**src/rtl/fphal_pkg.sv**
```systemverilog
package fphal_pkg;

	localparam int ACTION_W = 2;
	localparam int AMOUNT_W = 16;
	localparam int STATUS_W = 3;
	localparam int INDEX_W  = 4;
	localparam int LEFT_W   = 16;
	localparam int TOTAL_W  = 20;
	localparam int MODE_W   = 2;
	localparam int PADDR_W  = 2;
	localparam int PDATA_W  = 32;

	localparam logic [TOTAL_W-1:0] TOTAL_MAX = '1;

	localparam logic [PADDR_W-1:0] REG_FIT_MODE = 2'd0;

	localparam logic [ACTION_W-1:0] ACT_CLEAR  = 2'd0;
	localparam logic [ACTION_W-1:0] ACT_ADD    = 2'd1;
	localparam logic [ACTION_W-1:0] ACT_REQ    = 2'd2;
	localparam logic [ACTION_W-1:0] ACT_REPORT = 2'd3;

	localparam logic [MODE_W-1:0] MODE_FIRST = 2'd0;
	localparam logic [MODE_W-1:0] MODE_BEST  = 2'd1;
	localparam logic [MODE_W-1:0] MODE_WORST = 2'd2;

	localparam logic [STATUS_W-1:0] STAT_CLEARED  = 3'd0;
	localparam logic [STATUS_W-1:0] STAT_ADDED    = 3'd1;
	localparam logic [STATUS_W-1:0] STAT_FULL     = 3'd2;
	localparam logic [STATUS_W-1:0] STAT_ALLOC    = 3'd3;
	localparam logic [STATUS_W-1:0] STAT_NOFIT    = 3'd4;
	localparam logic [STATUS_W-1:0] STAT_REJECTED = 3'd5;
	localparam logic [STATUS_W-1:0] STAT_RPT_OK   = 3'd6;
	localparam logic [STATUS_W-1:0] STAT_RPT_FRAG = 3'd7;

	typedef enum logic [1:0] {
		ST_IDLE,
		ST_SCAN,
		ST_UPDATE,
		ST_RESULT
	} st_t;

endpackage

```
**src/rtl/fphal_req_if.sv**
```systemverilog
interface fphal_req_if import fphal_pkg::*; ();
	logic                valid;
	logic                ready;
	logic [ACTION_W-1:0] action;
	logic [AMOUNT_W-1:0] amount;

	modport source (output valid, action, amount, input ready);
	modport sink (input valid, action, amount, output ready);
endinterface

```
**src/rtl/fphal_res_if.sv**
```systemverilog
interface fphal_res_if import fphal_pkg::*; ();
	logic                valid;
	logic                ready;
	logic [STATUS_W-1:0] status;
	logic [INDEX_W-1:0]  hole_index;
	logic [LEFT_W-1:0]   hole_left;
	logic [TOTAL_W-1:0]  free_total;

	modport source (output valid, status, hole_index, hole_left, free_total, input ready);
	modport sink (input valid, status, hole_index, hole_left, free_total, output ready);
endinterface

```
**src/rtl/fphal_ram.sv**
```systemverilog
module fphal_ram #(
	parameter int WIDTH = 16,
	parameter int DEPTH = 16
) (
	input  logic                     clk,
	input  logic                     wr_en,
	input  logic [$clog2(DEPTH)-1:0] wr_addr,
	input  logic [WIDTH-1:0]         wr_data,
	input  logic                     rd_en,
	input  logic [$clog2(DEPTH)-1:0] rd_addr,
	output logic [WIDTH-1:0]         rd_data
);

	logic [WIDTH-1:0] mem_q [DEPTH];

	always_ff @(posedge clk) begin
		if (wr_en) begin
			mem_q[wr_addr] <= wr_data;
		end
		if (rd_en) begin
			rd_data <= mem_q[rd_addr];
		end
	end

endmodule

```
**src/rtl/fit_policy_hole_allocator_unit.sv**
```systemverilog
// Hole allocator: first, best or worst fit over a table of free holes.
// A scanning request reads one slot per cycle, then compares, updates the chosen
// hole and stages its result beat; any other item is staged directly.
// One item is handled at a time, and the next item is taken while the result
// beat waits, held off only by a stalled output.
// Async active-low reset empties the table, clears stop and free total, first fit.
module fit_policy_hole_allocator_unit import fphal_pkg::*; #(
	parameter int HOLE_SLOTS = 16,
	parameter int SIZE_BITS  = 16
) (
	input  logic               clk,
	input  logic               arst_n,
	fphal_req_if.sink          req,
	fphal_res_if.source        res,
	input  logic               psel,
	input  logic               penable,
	input  logic               pwrite,
	input  logic [PADDR_W-1:0] paddr,
	input  logic [PDATA_W-1:0] pwdata,
	output logic [PDATA_W-1:0] prdata,
	output logic               pready
);

	localparam int ADDR_W  = (HOLE_SLOTS > 1) ? $clog2(HOLE_SLOTS) : 1;
	localparam int COUNT_W = $clog2(HOLE_SLOTS + 1);
	localparam int CMP_W   = (SIZE_BITS > AMOUNT_W) ? SIZE_BITS : AMOUNT_W;
	localparam int SUM_W   = ((SIZE_BITS > TOTAL_W) ? SIZE_BITS : TOTAL_W) + 1;

	st_t                 state_q, state_nxt;
	logic [MODE_W-1:0]   fit_mode_q;
	logic [COUNT_W-1:0]  hole_count_q;
	logic [TOTAL_W-1:0]  free_sum_q;
	logic                stopped_q;
	logic [AMOUNT_W-1:0] need_q;
	logic [COUNT_W-1:0]  rd_idx_q;
	logic                cmp_vld_s1;
	logic [ADDR_W-1:0]   cmp_idx_s1;
	logic                pick_vld_q;
	logic [ADDR_W-1:0]   pick_idx_q;
	logic [SIZE_BITS-1:0] pick_val_q;

	logic [STATUS_W-1:0] rs_status_q;
	logic [INDEX_W-1:0]  rs_index_q;
	logic [LEFT_W-1:0]   rs_left_q;
	logic [TOTAL_W-1:0]  rs_total_q;

	logic                out_vld_q;
	logic [STATUS_W-1:0] out_status_q;
	logic [INDEX_W-1:0]  out_index_q;
	logic [LEFT_W-1:0]   out_left_q;
	logic [TOTAL_W-1:0]  out_total_q;

	logic                in_ready, acc, rd_en, scan_done, out_load, go_scan;
	logic                cfg_wr, has_room, fits, take, fit_ok;
	logic [SIZE_BITS-1:0] add_size, rd_data;
	logic [SUM_W-1:0]    sum_add;
	logic [TOTAL_W-1:0]  sum_added, sum_taken;
	logic [CMP_W-1:0]    h_ext, need_ext, pick_ext, diff;
	logic                wr_en;
	logic [ADDR_W-1:0]   wr_addr;
	logic [SIZE_BITS-1:0] wr_data;

	// configuration port
	assign pready = 1'b1;
	assign cfg_wr = psel && penable && pwrite && (paddr == REG_FIT_MODE);
	assign prdata = (paddr == REG_FIT_MODE) ? PDATA_W'(fit_mode_q) : '0;

	always_ff @(posedge clk or negedge arst_n) begin
		if (!arst_n) begin
			fit_mode_q <= MODE_FIRST;
		end else if (cfg_wr) begin
			fit_mode_q <= pwdata[MODE_W-1:0];
		end
	end

	// datapath helpers
	assign acc       = req.valid && in_ready;
	assign has_room  = hole_count_q < COUNT_W'(HOLE_SLOTS);
	assign add_size  = SIZE_BITS'(req.amount);
	assign sum_add   = SUM_W'(free_sum_q) + SUM_W'(add_size);
	assign sum_added = (sum_add > SUM_W'(TOTAL_MAX)) ? TOTAL_MAX : TOTAL_W'(sum_add);
	assign go_scan   = req.action == ACT_REQ && !stopped_q && hole_count_q != '0;

	assign need_ext  = CMP_W'(need_q);
	assign h_ext     = CMP_W'(rd_data);
	assign pick_ext  = CMP_W'(pick_val_q);
	assign fits      = h_ext >= need_ext;
	assign fit_ok    = pick_vld_q && (pick_ext >= need_ext);
	assign diff      = pick_ext - need_ext;
	assign sum_taken = (free_sum_q > TOTAL_W'(need_q)) ? free_sum_q - TOTAL_W'(need_q) : '0;

	always_comb begin
		unique case (fit_mode_q)
			MODE_BEST: begin
				take = fits && (!pick_vld_q || h_ext < pick_ext);
			end
			MODE_WORST: begin
				take = !pick_vld_q || h_ext > pick_ext;
			end
			default: begin
				take = fits && !pick_vld_q;
			end
		endcase
	end

	// sequencer
	always_comb begin
		state_nxt = state_q;
		unique case (state_q)
			ST_IDLE: begin
				if (acc) begin
					state_nxt = go_scan ? ST_SCAN : ST_RESULT;
				end
			end
			ST_SCAN: begin
				if (scan_done) begin
					state_nxt = ST_UPDATE;
				end
			end
			ST_UPDATE: begin
				state_nxt = ST_RESULT;
			end
			ST_RESULT: begin
				if (out_load) begin
					state_nxt = ST_IDLE;
				end
			end
			default: begin
				state_nxt = ST_IDLE;
			end
		endcase
	end

	always_comb begin
		in_ready  = state_q == ST_IDLE;
		rd_en     = state_q == ST_SCAN && rd_idx_q < hole_count_q;
		scan_done = state_q == ST_SCAN && !rd_en && !cmp_vld_s1;
		out_load  = state_q == ST_RESULT && (!out_vld_q || res.ready);
	end

	assign req.ready = in_ready;

	always_ff @(posedge clk or negedge arst_n) begin
		if (!arst_n) begin
			state_q <= ST_IDLE;
		end else begin
			state_q <= state_nxt;
		end
	end

	// hole table
	always_comb begin
		if (state_q == ST_UPDATE) begin
			wr_en   = fit_ok;
			wr_addr = pick_idx_q;
			wr_data = SIZE_BITS'(diff);
		end else begin
			wr_en   = acc && req.action == ACT_ADD && has_room;
			wr_addr = ADDR_W'(hole_count_q);
			wr_data = add_size;
		end
	end

	fphal_ram #(
		.WIDTH (SIZE_BITS),
		.DEPTH (HOLE_SLOTS)
	) u_holes (
		.clk     (clk),
		.wr_en   (wr_en),
		.wr_addr (wr_addr),
		.wr_data (wr_data),
		.rd_en   (rd_en),
		.rd_addr (ADDR_W'(rd_idx_q)),
		.rd_data (rd_data)
	);

	// control state
	always_ff @(posedge clk or negedge arst_n) begin
		if (!arst_n) begin
			hole_count_q <= '0;
			free_sum_q   <= '0;
			stopped_q    <= 1'b0;
			rd_idx_q     <= '0;
			cmp_vld_s1   <= 1'b0;
			pick_vld_q   <= 1'b0;
		end else begin
			cmp_vld_s1 <= rd_en;
			if (acc) begin
				rd_idx_q   <= '0;
				pick_vld_q <= 1'b0;
				unique case (req.action)
					ACT_CLEAR: begin
						hole_count_q <= '0;
						free_sum_q   <= '0;
						stopped_q    <= 1'b0;
					end
					ACT_ADD: begin
						if (has_room) begin
							hole_count_q <= hole_count_q + 1'b1;
							free_sum_q   <= sum_added;
						end
					end
					ACT_REQ: begin
						if (hole_count_q == '0) begin
							stopped_q <= 1'b1;
						end
					end
					default: begin
					end
				endcase
			end
			if (rd_en) begin
				rd_idx_q <= rd_idx_q + 1'b1;
			end
			if (cmp_vld_s1 && take) begin
				pick_vld_q <= 1'b1;
			end
			if (state_q == ST_UPDATE) begin
				if (fit_ok) begin
					free_sum_q <= sum_taken;
				end else begin
					stopped_q <= 1'b1;
				end
			end
		end
	end

	always_ff @(posedge clk) begin
		if (acc) begin
			need_q <= req.amount;
		end
		if (rd_en) begin
			cmp_idx_s1 <= ADDR_W'(rd_idx_q);
		end
		if (cmp_vld_s1 && take) begin
			pick_idx_q <= cmp_idx_s1;
			pick_val_q <= rd_data;
		end
	end

	// result staging
	always_ff @(posedge clk) begin
		if (acc) begin
			rs_left_q <= '0;
			unique case (req.action)
				ACT_CLEAR: begin
					rs_status_q <= STAT_CLEARED;
					rs_index_q  <= '0;
					rs_total_q  <= '0;
				end
				ACT_ADD: begin
					if (has_room) begin
						rs_status_q <= STAT_ADDED;
						rs_index_q  <= INDEX_W'(hole_count_q);
						rs_total_q  <= sum_added;
					end else begin
						rs_status_q <= STAT_FULL;
						rs_index_q  <= '0;
						rs_total_q  <= free_sum_q;
					end
				end
				ACT_REQ: begin
					rs_status_q <= stopped_q ? STAT_REJECTED : STAT_NOFIT;
					rs_index_q  <= '0;
					rs_total_q  <= free_sum_q;
				end
				ACT_REPORT: begin
					rs_status_q <= stopped_q ? STAT_RPT_FRAG : STAT_RPT_OK;
					rs_index_q  <= '0;
					rs_total_q  <= free_sum_q;
				end
				default: begin
					rs_status_q <= STAT_RPT_OK;
					rs_index_q  <= '0;
					rs_total_q  <= free_sum_q;
				end
			endcase
		end else if (state_q == ST_UPDATE) begin
			if (fit_ok) begin
				rs_status_q <= STAT_ALLOC;
				rs_index_q  <= INDEX_W'(pick_idx_q);
				rs_left_q   <= LEFT_W'(diff);
				rs_total_q  <= sum_taken;
			end else begin
				rs_status_q <= STAT_NOFIT;
			end
		end
	end

	// output register
	always_ff @(posedge clk or negedge arst_n) begin
		if (!arst_n) begin
			out_vld_q <= 1'b0;
		end else if (out_load) begin
			out_vld_q <= 1'b1;
		end else if (res.ready) begin
			out_vld_q <= 1'b0;
		end
	end

	always_ff @(posedge clk) begin
		if (out_load) begin
			out_status_q <= rs_status_q;
			out_index_q  <= rs_index_q;
			out_left_q   <= rs_left_q;
			out_total_q  <= rs_total_q;
		end
	end

	assign res.valid      = out_vld_q;
	assign res.status     = out_status_q;
	assign res.hole_index = out_index_q;
	assign res.hole_left  = out_left_q;
	assign res.free_total = out_total_q;

	// checks
	a_scan_not_stopped: assert property (@(posedge clk) disable iff (!arst_n)
		(state_q == ST_SCAN) |-> !stopped_q)
		else $error("scan running while stopped");

	a_count_bound: assert property (@(posedge clk) disable iff (!arst_n)
		hole_count_q <= COUNT_W'(HOLE_SLOTS))
		else $error("hole count beyond table");

	a_pick_in_table: assert property (@(posedge clk) disable iff (!arst_n)
		(state_q == ST_UPDATE && pick_vld_q) |-> (COUNT_W'(pick_idx_q) < hole_count_q))
		else $error("chosen hole outside loaded slots");

	a_clear_empties: assert property (@(posedge clk) disable iff (!arst_n)
		(acc && req.action == ACT_CLEAR) |=> (hole_count_q == '0 && !stopped_q))
		else $error("clear left state behind");

endmodule
```
**src/flat_wrapper.sv**
```systemverilog
// flat-port wrapper written by rule: the top's interface ports become plain ports
module fit_policy_hole_allocator_unit_flat import fphal_pkg::*;
#(
	parameter int HOLE_SLOTS = 16,
	parameter int SIZE_BITS  = 16
)
  (clk, arst_n, psel, penable, pwrite, paddr, pwdata, prdata, pready, req_valid, req_action, req_amount, req_ready, res_valid, res_status, res_hole_index, res_hole_left, res_free_total, res_ready);
  fphal_req_if req_i ();
  fphal_res_if res_i ();
  input  logic clk;
  input  logic arst_n;
  input  logic psel;
  input  logic penable;
  input  logic pwrite;
  input  logic [PADDR_W-1:0] paddr;
  input  logic [PDATA_W-1:0] pwdata;
  output logic [PDATA_W-1:0] prdata;
  output logic pready;
  input wire logic [$bits(req_i.valid)-1:0] req_valid;
  input wire logic [$bits(req_i.action)-1:0] req_action;
  input wire logic [$bits(req_i.amount)-1:0] req_amount;
  output wire logic [$bits(req_i.ready)-1:0] req_ready;
  output wire logic [$bits(res_i.valid)-1:0] res_valid;
  output wire logic [$bits(res_i.status)-1:0] res_status;
  output wire logic [$bits(res_i.hole_index)-1:0] res_hole_index;
  output wire logic [$bits(res_i.hole_left)-1:0] res_hole_left;
  output wire logic [$bits(res_i.free_total)-1:0] res_free_total;
  input wire logic [$bits(res_i.ready)-1:0] res_ready;
  assign req_i.valid = req_valid;
  assign req_i.action = req_action;
  assign req_i.amount = req_amount;
  assign req_ready = req_i.ready;
  assign res_valid = res_i.valid;
  assign res_status = res_i.status;
  assign res_hole_index = res_i.hole_index;
  assign res_hole_left = res_i.hole_left;
  assign res_free_total = res_i.free_total;
  assign res_i.ready = res_ready;
  fit_policy_hole_allocator_unit #(.HOLE_SLOTS(HOLE_SLOTS), .SIZE_BITS(SIZE_BITS)) u_core (.clk(clk), .arst_n(arst_n), .req(req_i), .res(res_i), .psel(psel), .penable(penable), .pwrite(pwrite), .paddr(paddr), .pwdata(pwdata), .prdata(prdata), .pready(pready));
endmodule
```
**config.mk**
```make
export PLATFORM = sky130hd
export DESIGN_NAME = fit_policy_hole_allocator_unit_flat
export DESIGN_NICKNAME = d
export VERILOG_FILES = /design/src/rtl/fphal_pkg.sv /design/src/rtl/fphal_req_if.sv /design/src/rtl/fphal_res_if.sv /design/src/rtl/fphal_ram.sv /design/src/rtl/fit_policy_hole_allocator_unit.sv /design/src/flat_wrapper.sv
export SDC_FILE = /design/constraint.sdc
export NUM_CORES = 1
export LEC_CHECK = 0
export BUFFER_PORTS_ARGS = -buffer_cell sky130_fd_sc_hd__clkbuf_2
export CAP_MARGIN = 20
export CORE_ASPECT_RATIO = 2
export CORE_UTILIZATION = 36
export DETAILED_ROUTE_END_ITERATION = 16
export MAX_ROUTING_LAYER = met4
export PLACE_DENSITY = 0.5
export REMOVE_ABC_BUFFERS = 1
export SLEW_MARGIN = 40
export SYNTH_ARGS = -nofsm -noshare
export SYNTH_HDL_FRONTEND = slang
export SYNTH_SLANG_ARGS = --single-unit
```
**constraint.sdc**
```tcl
create_clock -name clk -period 6.7 [get_ports clk]
set_clock_uncertainty 0.2 [all_clocks]
set_input_delay 0.335 -clock clk [delete_from_list [all_inputs] [get_ports clk]]
set_output_delay 0.335 -clock clk [all_outputs]
set_load 0.03 [all_outputs]
```
# Word level (Yosys, flattened, before mapping)
# Memory sizes are Yosys's and may differ from the RTL's. A register that Yosys moved wholly into a read port is not among the register bits.
# Cells that the tools add are included.
# totals
memories	1
ff_bits	164
input_bits	59
out_inout_bits	78
mem_bits_rw	256
wordCells	136
# mem_list
memory	depth	width	rd	rd_ports_with_merged_regs	write_ports	line_no	text
u_core.u_holes.mem_q	16	16	1	1	1	fphal_ram.sv:14	logic [WIDTH-1:0] mem_q [DEPTH];
# op_classes
n_reduce_logical	41
addsub	5
n_eq_ne	12
n_mux	48
magnitude_cmp	8
# op_table
operator	count
20-bit 2-to-1 mux	9
20-bit one-hot mux with 3 select lines	1
20-bit one-hot mux with 2 select lines	1
16-bit >= comparator	2
20-bit by 16-bit adder with 21-bit output	1
21-bit by 20-bit greater-than comparator with 1-bit output, second input constant	1
20-bit by 16-bit greater-than comparator with 1-bit output	1
4-bit 2-to-1 mux	5
20-bit by 16-bit subtractor with 20-bit output	1
16-bit greater-than comparator	1
1-bit logical AND	16
16-bit < comparator	1
16-bit 2-to-1 mux	1
16-bit subtractor	1
5-bit 2-to-1 mux	3
1-bit 2-to-1 mux	13
2-bit 2-to-1 mux	6
3-bit one-hot mux with 4 select lines	1
2-bit nonzero test	6
5-bit by 1-bit adder with 5-bit output, second input constant	2
2-bit equality test, second input constant	5
5-bit one-hot mux with 2 select lines	1
3-bit 2-to-1 mux	3
2-bit one-hot mux with 4 select lines	1
16 further kinds	31

# Longest topological paths before layout
# logic_depth
word_depth	8
mapped_depth	13
mapped_depth_nobuf	12

# Hierarchy
# Synthesis repeated with hierarchy kept, for this count alone.
# unflattened
hier_cells	1437
hier_area_um2	20470.9
# by_module_without_submodules
module	area_each_um2	seq_area_each_um2	cells_each	instances
fit_policy_hole_allocator_unit	10268.6	4574.4	1005	1
fphal_ram	10202.3	8167.8	432	1

# Worst setup path before layout
# Ideal clock, no wire load.
# synth_timing
path_type	register to register
from	register u_core.need_q[0], in the netlist u_core.need_ext[0]
to	memory u_core.u_holes.mem_q[2][0] (enable)
t_required_ps	6112
setup_ps	388
arrival_time_ps	3070
path_buffers	1
path_stages_with_launch	12
slack_ps	3041
synth_period_minus_slack_ps	3659
cell_sequence	edfxtp_1 > ha_1 > fa_1 > nand2b_1 > a211oi_1 > o21ai_1 > a31oi_2 > and2_1 > buf_4 > a22o_1 > nand2_1 > nor2_1
# synth_via
elab_chain_len	5
# synth_lines
element	line_no	text
from (decl)	fit_policy_hole_allocator_unit.sv:34	logic [AMOUNT_W-1:0] need_q;
from (signal assigned)	fit_policy_hole_allocator_unit.sv:230	need_q <= req.amount;
16-bit >= comparator	fit_policy_hole_allocator_unit.sv:88	assign fit_ok = pick_vld_q && (pick_ext >= need_ext);
1-bit logical AND	fit_policy_hole_allocator_unit.sv:88	
1-bit 2-to-1 mux	fit_policy_hole_allocator_unit.sv:153	if (state_q == ST_UPDATE) begin
1-bit 2-to-1 mux	fphal_ram.sv:17	if (wr_en) begin
1-bit 2-to-1 mux (implied by the code)	fphal_ram.sv:18	mem_q[wr_addr] <= wr_data;
to (decl)	fphal_ram.sv:14	
# Every way passes these cells.

# Worst setup path after layout
# layout_timing
from	register u_core.need_q[0], in the netlist u_core.need_ext[0]
to	memory u_core.u_holes.mem_q[0][4] (enable)
# Same word-level chain as after synthesis.

==> results.md <==
- Cell taking the most area after synthesis: edfxtp_1
- CP Cell Sequence: ha_1 > fa_1 > nand2b_1 > a211oi_1 > o21ai_1 > a31oi_2 > nand2_1 > o32ai_1 > nand2_1 > nor2_2 > buf_4
- Synth warn: 0
- Drt pass-1 iters: 5
- Mean Syn Cell Area: 14.2 µm²
- Placeable core area: 56,300 µm²
- Largest net degree at the start of global routing: 60
- CP top delay family: compound AO/OA/AOI/OAI gates
- Synth top area cells: edfxtp_1, mux4_2, ha_1
- Crit Path Class: reg -> reg
- Setup violators final: 0
- Drt first-iter violations: 875
- GRT Util Overall: 20.8%
- Vias in the first global route: 13,500
- Ys async rst share: 8.72%
- Estimated wirelength of the detail-placed design: 40,500 µm
- Global-route wire length before repair: 83,700 µm
- Synth Instances: 1,442
- CP Buf/Inv Count: 1
- Routed WL: 57,200 µm
- Synthesis-to-finish area growth: 14.6%
- CP required: 6.74 ns
- Pleak: 8.48 nW
- Clock transition at path regs: 0.07 ns
- Area share of the largest cell type after synthesis: 55.9%
- Number of fill cells: 5,211
- Max_cap viols: 0
- Antenna violations before repair: 0
- Total grt overflow: 0
- Hold Path Class: in -> reg
- Slowest stage cell, crit path: a211oi_1
- I/O Pins: 137
- Fin. max-slew vios: 0
- Final ANT Viol Nets: 0
- Post-DR vias/cell: 5.38
- Synth unique cells: 81
- Die Y: 340 µm
- Cts bufs inserted: 39
- Detailed-route via count: 12,600
- Arrival @ worst endpoint: 4.43 ns
- Die area: 58,000 µm²
- Resized cells post-CTS: 0
- Final setup TNS: 0 ns
- Share of cells above drive strength 1: 20.0%
- Worst skew pair latency: 0.58 ns
- Final hold vios: 0
- Fmax achieved: 228 MHz
- Post-synthesis register bit count: 436
- Htree depth: 2
- Post-Syn Area: 20,500 µm²
- Startpoint types: flip-flop
- Power Total: 0.0108 W
- Layout Nets: 1,720
- Status: finished clean
- Top-count cell post-synth: edfxtp_1
- Post-synth EDFFs: 382
- Critical path fanouts, max: 13
- Longest Clk Path Bufs: 3
- Diodes inserted: 0
- Peak supply drop: 204 µV
- Seq/Total Area, Yosys: 62.1%
- Num rows: 123
- Port bufs: 75
- Crit path largest cell delay: 0.57 ns
- Final period util: 65.5%
- Wirelength per Cell: 24.4 µm
- TritonCTS Sinks: 436
- Worst slew pin tran: 0.782 ns
- CTS root buffer: clkbuf_16
- Main flop type after synthesis: edfxtp_1
- DRC errors left: 0
- Relative slew slack: 47.7%
- Routability congestion estimate: 0.945
- PD cells: 459 nW/µm²
- Fin crit period: 4.39 ns
- CTS tree: built
- Synth top cells by count: edfxtp_1, nand2_1, a21oi_1
- Crit end category: flip-flop
- Crit-path most repeated cell: nand2_1
- Initial Utilization: 36.4%
- Die X: 171 µm
- Core Util, Final: 41.7%
- Unrepaired setup endpoints after global routing: no
logic make-up (layout without fill, tap and decap cells):
kind of cell    after synthesis  count (layout)  synth area share (%)
compound gates              298             298                  9.42
simple gates                326             326                  7.64
mux                         104             104                  10.1
xor+xnor                     35              35                  1.49
flops                       436             436                  62.1
fa+ha+maj                    94              94                  5.84
other cells                   2              31                0.0366
buf+inv                     147             274                  3.37
power by group:
part	switching [W]	internal, W	leakage [nW]
logic	0.00265	0.00153	3.72
registers	0.000313	0.00380	4.08
clock network	0.00105	0.00145	0.688
total	0.00401	0.00678	8.48
state kept, by name (all words and copies together) (netlist names), 4 cells and up:
name,count
u_core.rs_left_q,16
u_core.rs_total_q,20
u_core.need_ext,16
u_core.pick_ext,16
u_core.res.free_total,20
u_core.cmp_idx_s1,4
u_core.rd_idx_q,5
u_core.pick_idx_q,4
u_core.res.hole_left,16
u_core.res.hole_index,4
u_core.free_sum_q,20
u_core.hole_count_q,5
u_core.u_holes.mem_q,256
u_core.rs_index_q,4
u_core.u_holes.rd_data,16
per-stage QoR:
| stage | std cells | hold slack (ns) | setup slack (ns) | area (µm²) |
|---|---|---|---|---|
| final | 2348 | 0.108 | 2.31 | 23500 |
| after global routing | 2348 | 0.117 | 2.12 | 23500 |
| after CTS | 2348 | 0.0802 | 2.21 | 23500 |
| after detailed placement | 2253 | 0.205 | 2.26 | 21900 |
| after global placement | 2252 | 0.203 | 2.06 | 21800 |
| after floorplan | 1389 | -0.161 | 2.02 | 20200 |
tightest hold or removal path: cells and delay by family:
kind | cells | cell delay (ns)
buffers and inverters | 1 | 0.11
and+or+nand+nor | 1 | 0.15
AOI/OAI and AO/OA | 2 | 0.23
cell usage in the layout (no fill, tap or decap), types with 21 or more instances in the layout:
cell type,instances
o21ai_0,54
clkbuf_2,75
o211ai_1,21
mux4_2,80
clkbuf_16,40
nor2_1,55
buf_4,37
a21oi_1,96
nand3_1,23
xnor2_1,23
dlygate4sd3_1,23
conb_1,31
nand2_1,113
edfxtp_1,382
dfrtp_1,36
a21o_1,23
ha_1,91
inv_1,64
worst paths after layout:
path                                                 from                                   end  slack [ns]  depth (start not counted)
max                          u_core.need_ext[0]$_DFFE_PP_  u_core.u_holes.mem_q[0][4]$_DFFE_PP_        2.31                         11
min                                             req_valid         u_core.state_q[0]$_DFFE_PN0P_        0.11                          4
max reg2reg                  u_core.need_ext[0]$_DFFE_PP_  u_core.u_holes.mem_q[0][4]$_DFFE_PP_        2.31                         11
min reg2reg                u_core.cmp_idx_s1[1]$_DFFE_PP_        u_core.pick_idx_q[1]$_DFFE_PP_        0.21                          0
max in group asynchronous                          arst_n        u_core.rd_idx_q[0]$_DFFE_PN0P_        5.62                          3
min in group asynchronous                          arst_n       u_core.free_sum_q[12]$_DFF_PN0_        0.21                          3
metal layers:
metal	global-route usage, %	part of all wire (%)	up-vias
met5	-	0	-
met4	14.8	7.6	0
met3	2.01	2.9	188
met2	39.3	57	384
met1	18.8	33	6306
li1	-	-	5756
what timing repair did:
| item | 4_1_cts | 5_1_grt |
|---|---|---|
| hold buffers | 23 | 0 |
| endpoints found under the hold margin | 60 | 0 |
| buffers inserted | 0 | 0 |
layout make-up:
type | count | area [µm²] | area share, %
inverter | 65 | 244 | 1.04
multi-input combinational | 888 | 7260 | 30.9
tap | 750 | 938 | 3.99
sequential | 436 | 12700 | 54.2
timing repair buffer | 137 | 915 | 3.89
clock inverter | 29 | 394 | 1.68
clock buffer | 43 | 1010 | 4.31
Power figures use the tool's default switching activity.
